## src/rtl/core/ditach_pkg.sv

```systemverilog
package ditach_pkg;

  // input kind codes
  localparam logic [1:0] KIND_OVERFLOW = 2'd0;
  localparam logic [1:0] KIND_CAPTURE  = 2'd1;
  localparam logic [1:0] KIND_TICK     = 2'd2;

  // configuration register indexes
  localparam logic REG_SPEED_NUMERATOR = 1'b0;
  localparam logic REG_TIMEOUT_TICKS   = 1'b1;

  localparam int NUM_W      = 24;
  localparam int TICK_W     = 16;
  localparam int CAP_IN_W   = 16;
  localparam int SPEED_W    = 30;
  localparam int DIVIDEND_W = NUM_W + 8;
  localparam int DIV_STEPS  = DIVIDEND_W;
  localparam int DIV_CNT_W  = $clog2(DIV_STEPS + 1);

  localparam logic [NUM_W-1:0]      NUM_RESET     = 24'd1562500;
  localparam logic [TICK_W-1:0]     TIMEOUT_RESET = 16'd500;
  localparam logic [TICK_W-1:0]     TICK_MAX      = 16'hFFFF;
  localparam logic [DIVIDEND_W-1:0] SPEED_LIMIT   = 32'd400000000;

  typedef struct packed {
    logic busy;
    logic done;
  } div_status_t;

endpackage

```

## src/rtl/core/ditach_div.sv

```systemverilog
module ditach_div
  import ditach_pkg::*;
#(
  parameter int PERIOD_W = 24
) (
  input  logic                  clk,
  input  logic                  rst,
  input  logic                  start,
  input  logic [DIVIDEND_W-1:0] dividend,
  input  logic [PERIOD_W-1:0]   divisor,
  output div_status_t           status,
  output logic [DIVIDEND_W-1:0] quotient
);

  logic [PERIOD_W-1:0]   den;
  logic [PERIOD_W-1:0]   rem;
  logic [DIVIDEND_W-1:0] quo;
  logic [DIV_CNT_W-1:0]  count;
  logic                  done;
  logic [PERIOD_W:0]     rem_sh;
  logic [PERIOD_W:0]     diff;
  logic                  ge;

  // one restoring step per cycle; a zero divisor yields all ones
  always_comb begin
    rem_sh = {rem, quo[DIVIDEND_W-1]};
    diff   = rem_sh - {1'b0, den};
    ge     = rem_sh >= {1'b0, den};
  end

  always_ff @(posedge clk) begin
    if (rst) begin
      count <= '0;
      done  <= 1'b0;
    end else begin
      done <= 1'b0;
      if (start) begin
        den   <= divisor;
        rem   <= '0;
        quo   <= dividend;
        count <= DIV_CNT_W'(DIV_STEPS);
      end else if (count != '0) begin
        rem   <= ge ? diff[PERIOD_W-1:0] : rem_sh[PERIOD_W-1:0];
        quo   <= {quo[DIVIDEND_W-2:0], ge};
        count <= count - 1'b1;
        if (count == DIV_CNT_W'(1)) begin
          done <= 1'b1;
        end
      end
    end
  end

  assign status.busy = count != '0;
  assign status.done = done;
  assign quotient    = quo;

endmodule

```

## src/rtl/core/dual_input_capture_tachometer_unit.sv

```systemverilog
// Channel  Handshake            Payload
// in       in_valid/in_ready    kind, channel, capture_value, direction_level
// out      out_valid/out_ready  left_speed, right_speed, speeds_fresh
// cfg      cfg_we               cfg_index, cfg_data (write only, no wait)
//
// A capture result passes these steps after accept: latch the period and
// register div_start, load the shared radix-2 divider, 32 divide steps, store
// the speed, load the output register. Other kinds go straight to the output
// register load. in_ready stays low until the output register loads.
// A stalled result sits in the output register; the next transaction may be
// taken meanwhile but its result waits for that register to drain.
// rst is synchronous: channel speeds clear, config returns to 1562500 and 500 ticks.
module dual_input_capture_tachometer_unit
  import ditach_pkg::*;
#(
  parameter int MAX_OVERFLOWS = 255,
  parameter int COUNTER_BITS  = 16
) (
  input  logic                      clk,
  input  logic                      rst,
  input  logic                      in_valid,
  output logic                      in_ready,
  input  logic [1:0]                kind,
  input  logic                      channel,
  input  logic [CAP_IN_W-1:0]       capture_value,
  input  logic                      direction_level,
  output logic                      out_valid,
  input  logic                      out_ready,
  output logic signed [SPEED_W-1:0] left_speed,
  output logic signed [SPEED_W-1:0] right_speed,
  output logic                      speeds_fresh,
  input  logic                      cfg_we,
  input  logic                      cfg_index,
  input  logic [NUM_W-1:0]          cfg_data
);

  localparam int OVF_W    = $clog2(MAX_OVERFLOWS + 1);
  localparam int PERIOD_W = OVF_W + COUNTER_BITS;
  localparam int CAP_W    = (COUNTER_BITS < CAP_IN_W) ? COUNTER_BITS : CAP_IN_W;
  localparam logic [OVF_W-1:0] OVF_MAX = OVF_W'(MAX_OVERFLOWS);

  typedef enum logic [1:0] {S_IDLE, S_DIVIDE, S_REPORT} state_t;

  state_t                     state;
  logic [NUM_W-1:0]           speed_numerator;
  logic [TICK_W-1:0]          timeout_ticks;
  logic [CAP_W-1:0]           last_capture [2];
  logic [OVF_W-1:0]           overflow_count [2];
  logic signed [SPEED_W-1:0]  channel_speed [2];
  logic [TICK_W-1:0]          idle_ticks;
  logic                       cap_ch;
  logic                       cap_fwd;
  logic                       div_start;
  logic [PERIOD_W-1:0]        period;
  div_status_t                div_status;
  logic [DIVIDEND_W-1:0]      quotient;

  logic                       accept;
  logic [CAP_W-1:0]           cap_val;
  logic [COUNTER_BITS-1:0]    wrap_diff;
  logic [PERIOD_W-1:0]        period_next;
  logic [SPEED_W-1:0]         mag;
  logic signed [SPEED_W-1:0]  speed_next;
  logic                       fresh;

  assign accept   = in_valid && in_ready;
  assign in_ready = state == S_IDLE;
  assign cap_val  = capture_value[CAP_W-1:0];

  always_comb begin
    wrap_diff = COUNTER_BITS'(cap_val) - COUNTER_BITS'(last_capture[channel]);
    if (overflow_count[channel] != '0) begin
      period_next = {overflow_count[channel], {COUNTER_BITS{1'b0}}}
                    - PERIOD_W'(last_capture[channel]) + PERIOD_W'(cap_val);
    end else begin
      period_next = PERIOD_W'(wrap_diff);
    end
  end

  // zero period comes back as all ones and clamps to the limit
  always_comb begin
    mag        = (quotient > SPEED_LIMIT) ? SPEED_LIMIT[SPEED_W-1:0]
                                          : quotient[SPEED_W-1:0];
    speed_next = cap_fwd ? $signed(mag) : -$signed(mag);
    fresh      = idle_ticks < timeout_ticks;
  end

  ditach_div #(
    .PERIOD_W (PERIOD_W)
  ) u_div (
    .clk      (clk),
    .rst      (rst),
    .start    (div_start),
    .dividend ({speed_numerator, 8'd0}),
    .divisor  (period),
    .status   (div_status),
    .quotient (quotient)
  );

  always_ff @(posedge clk) begin
    if (rst) begin
      speed_numerator <= NUM_RESET;
      timeout_ticks   <= TIMEOUT_RESET;
    end else if (cfg_we) begin
      unique case (cfg_index)
        REG_SPEED_NUMERATOR: speed_numerator <= cfg_data;
        REG_TIMEOUT_TICKS:   timeout_ticks   <= cfg_data[TICK_W-1:0];
        default: ;
      endcase
    end
  end

  always_ff @(posedge clk) begin
    if (rst) begin
      state             <= S_IDLE;
      div_start         <= 1'b0;
      out_valid         <= 1'b0;
      idle_ticks        <= '0;
      last_capture[0]   <= '0;
      last_capture[1]   <= '0;
      overflow_count[0] <= '0;
      overflow_count[1] <= '0;
      channel_speed[0]  <= '0;
      channel_speed[1]  <= '0;
    end else begin
      div_start <= accept && (kind == KIND_CAPTURE);
      out_valid <= (state == S_REPORT) || (out_valid && !out_ready);
      unique case (state)
        S_IDLE: begin
          if (accept) begin
            state <= (kind == KIND_CAPTURE) ? S_DIVIDE : S_REPORT;
            case (kind)
              KIND_OVERFLOW: begin
                for (int i = 0; i < 2; i++) begin
                  if (overflow_count[i] != OVF_MAX) begin
                    overflow_count[i] <= overflow_count[i] + 1'b1;
                  end
                end
              end
              KIND_CAPTURE: begin
                period                  <= period_next;
                cap_ch                  <= channel;
                cap_fwd                 <= direction_level;
                last_capture[channel]   <= cap_val;
                overflow_count[channel] <= '0;
                idle_ticks              <= '0;
              end
              KIND_TICK: begin
                if (idle_ticks != TICK_MAX) begin
                  idle_ticks <= idle_ticks + 1'b1;
                end
              end
              default: ;
            endcase
          end
        end
        S_DIVIDE: begin
          if (div_status.done) begin
            channel_speed[cap_ch] <= speed_next;
            state                 <= S_REPORT;
          end
        end
        S_REPORT: begin
          if (!out_valid || out_ready) begin
            speeds_fresh <= fresh;
            left_speed   <= fresh ? channel_speed[0] : '0;
            right_speed  <= fresh ? channel_speed[1] : '0;
            state        <= S_IDLE;
          end
        end
        default: state <= S_IDLE;
      endcase
    end
  end

endmodule

```

## config.mk

```make
export PLATFORM = sky130hd
export DESIGN_NAME = dual_input_capture_tachometer_unit
export DESIGN_NICKNAME = d
export VERILOG_FILES = /design/src/rtl/core/ditach_pkg.sv /design/src/rtl/core/ditach_div.sv /design/src/rtl/core/dual_input_capture_tachometer_unit.sv
export SDC_FILE = /design/constraint.sdc
export NUM_CORES = 1
export LEC_CHECK = 0
export BUFFER_PORTS_ARGS = -buffer_cell sky130_fd_sc_hd__buf_2
export CORE_MARGIN = 4
export CORE_UTILIZATION = 55
export DETAILED_ROUTE_END_ITERATION = 10
export PLACE_DENSITY = 0.85
export REMOVE_ABC_BUFFERS = 1
export SKIP_LAST_GASP = 1
export SLEW_MARGIN = 20
export SYNTH_ARGS = -nofsm -noshare
export SYNTH_HDL_FRONTEND = slang
export SYNTH_SLANG_ARGS = --single-unit
```

## constraint.sdc

```tcl
create_clock -name clk -period 8.29 [get_ports clk]
set_input_delay 0.829 -clock clk [delete_from_list [all_inputs] [get_ports clk]]
set_output_delay 0.829 -clock clk [all_outputs]
set_load 0.01 [all_outputs]
```

## Word-level counts from Yosys, hierarchy flattened

Memories as Yosys holds them, arrays and structs flattened. A register that Yosys moved wholly into a read port is not among the register bits.
Index checks and enable logic that the tools add are counted.

| operators by class | value |
|---|---|
| muxes and demuxes | 51 |
| multiply operators | 0 |
| bitwise gates (word level) | 5 |
| shift-type cells | 0 |
| add/subtract/negate cells | 9 |
| $lt $le $gt $ge | 3 |
| eq/ne operators | 12 |
| reduce and logical (&&, ||, !) cells | 28 |
| div/mod/pow operators | 0 |

Operators with widths:

| cell | number |
|---|---|
| $mux 30 | 3 |
| $mux 32 | 2 |
| $mux 16 | 3 |
| $mux 24 | 2 |
| $gt 32x29->1 const B | 1 |
| $pmux 16 s2 | 1 |
| $mux 1 | 30 |
| $neg 30->30 | 1 |
| $reduce_or 30->1 | 1 |
| $ge 25x24->1 | 1 |
| $add 24x16->24 | 1 |
| $mux 8 | 3 |
| $sub 24x16->24 | 1 |
| $sub 24x24->24 | 1 |
| $add 16x1->16 const B | 1 |
| $add 8x1->8 const B | 2 |
| $lt 16x16->1 | 1 |
| $ne 16x16->1 const B | 1 |
| $ne 8x8->1 const B | 2 |
| $reduce_or 16->1 | 1 |
| $sub 16x16->16 | 1 |
| $mux 6 | 2 |
| $mux 2 | 4 |
| $reduce_and 2->1 | 4 |
| other kinds (21) | 38 |

| word-level totals | value |
|---|---|
| RAM bits | 108 |
| memories kept | 3 |
| bits in read-only memories | 0 |
| bits in latches | 0 |
| logic and storage cells | 129 |
| register bits after elaboration | 174 |
| output and inout bits | 63 |
| bits of input ports | 50 |

Memories:

| name | depth | bits a word | read ports | clocked after memory_dff | wr ports | RTL line | RTL |
|---|---|---|---|---|---|---|---|
| channel_speed | 2 | 30 | 2 | 2 | 2 | dual_input_capture_tachometer_unit.sv:49 | `logic signed [SPEED_W-1:0] channel_speed [2];` |
| last_capture | 2 | 16 | 1 | 0 | 2 | dual_input_capture_tachometer_unit.sv:47 | `logic [CAP_W-1:0] last_capture [2];` |
| overflow_count | 2 | 8 | 3 | 0 | 2 | dual_input_capture_tachometer_unit.sv:48 | `logic [OVF_W-1:0] overflow_count [2];` |

## Longest topological paths before layout

An unclocked memory read counts as a cell.

| depth | value |
|---|---|
| depth after elaboration | 10 |
| depth in mapped cells | 16 |
| gate-level depth less buffers | 14 |

## By module

Synthesis repeated with hierarchy kept, for this count alone.

| unflattened totals | value |
|---|---|
| cell total of the unflattened synthesis | 1687 |
| area total of the unflattened synthesis | 17515.5 um^2 |

By module, submodules not included:

| module | sequential area each (um^2) | area each (um^2) | cells each | instances |
|---|---|---|---|---|
| dual_input_capture_tachometer_unit | 6896.6 | 12582.1 | 1252 | 1 |
| ditach_div | 2542.4 | 4933.5 | 435 | 1 |

## Least setup slack after synthesis

No wires, ideal clock.

| timing path | value |
|---|---|
| kind | input to register |
| from | input port rst |
| to | register left_speed[0] (enable) |
| library setup time | 0.567 ns |
| buffers on the path | 3 |
| arrival time | 5.823 ns |
| stages on the path | 4 |
| required time | 7.723 ns |
| slack | 1.899 ns |
| cells stage by stage | clkbuf_1 clkbuf_1 clkbuf_1 nor3b_1 |

| between the ends | value |
|---|---|
| longest elaborated chain between the ends | 2 |

RTL lines:

| item | RTL line | RTL |
|---|---|---|
| start, declared | dual_input_capture_tachometer_unit.sv:20 | `input logic rst,` |
| $not 1->1 (no source line) | n/a |  |
| $reduce_and 3->1 (no source line) | n/a |  |
| end signal, assigned | dual_input_capture_tachometer_unit.sv:166 | `left_speed <= fresh ? channel_speed[0] : '0;` |
| end, declared | dual_input_capture_tachometer_unit.sv:29 | `output logic signed [SPEED_W-1:0] left_speed,` |

No other way between the ends.
A chain may end at the register's enable or synchronous reset.

==> results_dict.tcl <==
set metrics [dict create \
    post_layout_instance_area_mm2 0.01911 \
    maximum_root_to_sink_buffer_count 3 \
    detail_route.vias_per_cell 5.732 \
    synthesis.area_per_instance_um2 10.58 \
    layout.nets 1801 \
    clock_sinks 342 \
    routabilityCongestion 0.9153 \
    dp_cells 2045 \
    dominantRegCellSynth "sky130_fd_sc_hd__edfxtp_1" \
    preCtsSetupSlack_ps 3783 \
    dpl-instance-area_mm2 0.01782 \
    insertion_delay_ps 530 \
    largest_net_degree_at_the_start_of_global_routing 71 \
    max_slew_violation_count 0 \
    chipWidth_um 183.6 \
    clock_tree.root_cell "sky130_fd_sc_hd__clkbuf_16" \
    fin_crit_ps 4550 \
    max-vdd-ir-drop_uv 163.1 \
    hold_class "register to register" \
    syn-instance-count 1603 \
    drt.antenna.violating_nets 0 \
    syn-cell-area_mm2 0.01696 \
    detail_route.wl_per_cell_um 16.41 \
    yosysWarnings 0 \
    hold_viol 0 \
    number_of_global_route_vias_before_repair 11700 \
    leak_pwr_nw 7.467 \
    outcome "complete, no violations" \
    drt_iter0_markers 1091 \
    synth_async_sr_flop_share 0 \
    ys_seq_area_frac 0.5566 \
    placement.io_buffers 112 \
    routed_wire_length_um 34660 \
    synth_enable_flop_cells 259 \
    slew_headroom 0.3364 \
    arrival_ps 4800 \
    fin_worst_hold_slack_ps 418.7 \
    timing.setup.critical_path_class "register to register" \
    layout_commonest_cell "sky130_fd_sc_hd__edfxtp_1" \
    effective_utilization_at_floorplan 0.5559 \
    smallest_setup_slack_after_layout_ps 3740 \
    cts_made_buffers 36 \
    insertedDiodeCount 0 \
    rsz0062_at_grt "no" \
    core-area_mm2 0.03051 \
    pd_cells_mw_per_mm2 272.0 \
    clock-skew-final_ps 24.90 \
    total_power_mw 5.199 \
    cts-htree-levels 2 \
    postCtsSetupBuffers 0 \
    required_ps 8540 \
    num_vias 12110 \
    area_growth_pct 12.70 \
    rows 64 \
    largest_fanout_of_any_net_on_the_critical_path 24 \
    die_height_um 183.6 \
    most_frequent_cells_in_the_layout "259 x sky130_fd_sc_hd__edfxtp_1, 181 x sky130_fd_sc_hd__nor2_1, 160 x sky130_fd_sc_hd__nand2_1" \
    maxCapViolCount 0 \
    tightest_slew_ps 993.0 \
    ctsResizeCount 0 \
    gr-total-overflow 0 \
    tritoncts "done" \
    clkTransAtPathRegs_ps 60 \
    post_synth_num_cell_types 79 \
    layout.cells.non_filler 2112 \
    worstSetupEndpointType "register" \
    drive_gt1_frac 0.1428 \
    detail_route.first_pass.iterations 5 \
    final.setup.tns_ps 0 \
    layout_worst_path_cycle_share 0.5489 \
    fmax_ghz 0.2198 \
    crit_path_start_kind "register" \
    antenna_found_initial 1 \
    grt_resource_usage_total 0.2026 \
    cts_hold_buffers 0 \
    floorplan.io_pins 113 \
    final-setup-viol-count 0 \
    yosys_register_bits 342 \
    die_ar_mm2 0.03371 \
    drc_errors 0 \
    timing.reg2reg.setup_slack_ps 3740 \
    grt_first_pass_wirelength_um 57400 \
    hpwl_um 23660 \
    layout_utilization 0.6264 \
]
-- path summary, 6_finish.rpt --
kind,start,end,depth (start not counted)
worst max-delay path,u_div.quotient[31],channel_speed[1][28],13
worst min-delay path,period[11],u_div.den[11],0
worst max register to register,u_div.quotient[31],channel_speed[1][28],13
worst min register to register,period[11],u_div.den[11],0
-- where the power goes --
part	internal [mW]	total [mW]	leakage (nW)	switching [mW]
sequential	2.12	2.28	3.18	0.153
combinational	0.509	1.27	3.69	0.756
clock	1.00	1.66	0.603	0.655
-- Yosys cell counts, drive strengths merged (28+ instances only) --
cell type	number	area, µm²
nand3	28	140.1
o21ai	38	193.9
ha	61	763.2
inv	119	446.7
edfxtp	259	7777
mux2	28	315.3
nand2	162	613.1
nor3	33	170.2
xnor2	37	324.1
clkbuf	61	229.0
nor2	185	699.4
a211oi	70	530.5
a21oi	106	541.8
dfxtp	83	1662
-- logic make-up after synthesis --
logic type / Yosys count / synth area share
AOI/OAI and AO/OA: 308 / 0.1197
xor gates and xnor gates: 60 / 0.03099
adders and majority gates: 63 / 0.04737
buffers and inverters: 195 / 0.04441
DFF: 342 / 0.5566
muxes: 54 / 0.03394
and+or+nand+nor: 581 / 0.1670
-- layout make-up --
cell class	count	area, µm²
tap	396	495.5
sequential	342	9440
inverter	120	450.4
fill	2232	11400
timing repair buffer	122	658.1
clock inverter	16	210.2
clock buffer	50	1027
multi-input combinational	1066	6830
-- per-layer routing --
layer  up-vias  share of wire  GRT usage
met5         -        0.00020          0
met4         2          0.025    0.05781
met3        79          0.057    0.03087
met2       381           0.49     0.3456
met1      5717           0.43     0.2712
li1       5927              -          -
-- flip-flops by register name, indices dropped and copies added, names as in the netlist --
signal           flops
channel_speed       60
right_speed         30
cap_fwd              1
speed_numerator     24
div_start            1
idle_ticks          16
period              24
timeout_ticks       16
u_div.den           24
u_div.done           1
u_div.quotient      32
left_speed          30
speeds_fresh         1
u_div.count          6
overflow_count      16
cap_ch               1
u_div.rem           24
out_valid            1
state                2
last_capture        32
-- critical path, cell delays in order, from the launching register on --
cell	delay (ps)
sky130_fd_sc_hd__edfxtp_1	400
sky130_fd_sc_hd__or3_1	400
sky130_fd_sc_hd__or4_4	450
sky130_fd_sc_hd__a211o_1	290
sky130_fd_sc_hd__a21o_2	390
sky130_fd_sc_hd__nand2_1	180
sky130_fd_sc_hd__ha_1	370
sky130_fd_sc_hd__nor3b_1	240
sky130_fd_sc_hd__nand4_1	140
sky130_fd_sc_hd__nor4_1	450
sky130_fd_sc_hd__nand2_1	350
sky130_fd_sc_hd__o21ba_2	300
sky130_fd_sc_hd__a221oi_2	260
sky130_fd_sc_hd__nor2_1	60
(Power assumes the default switching activity.)
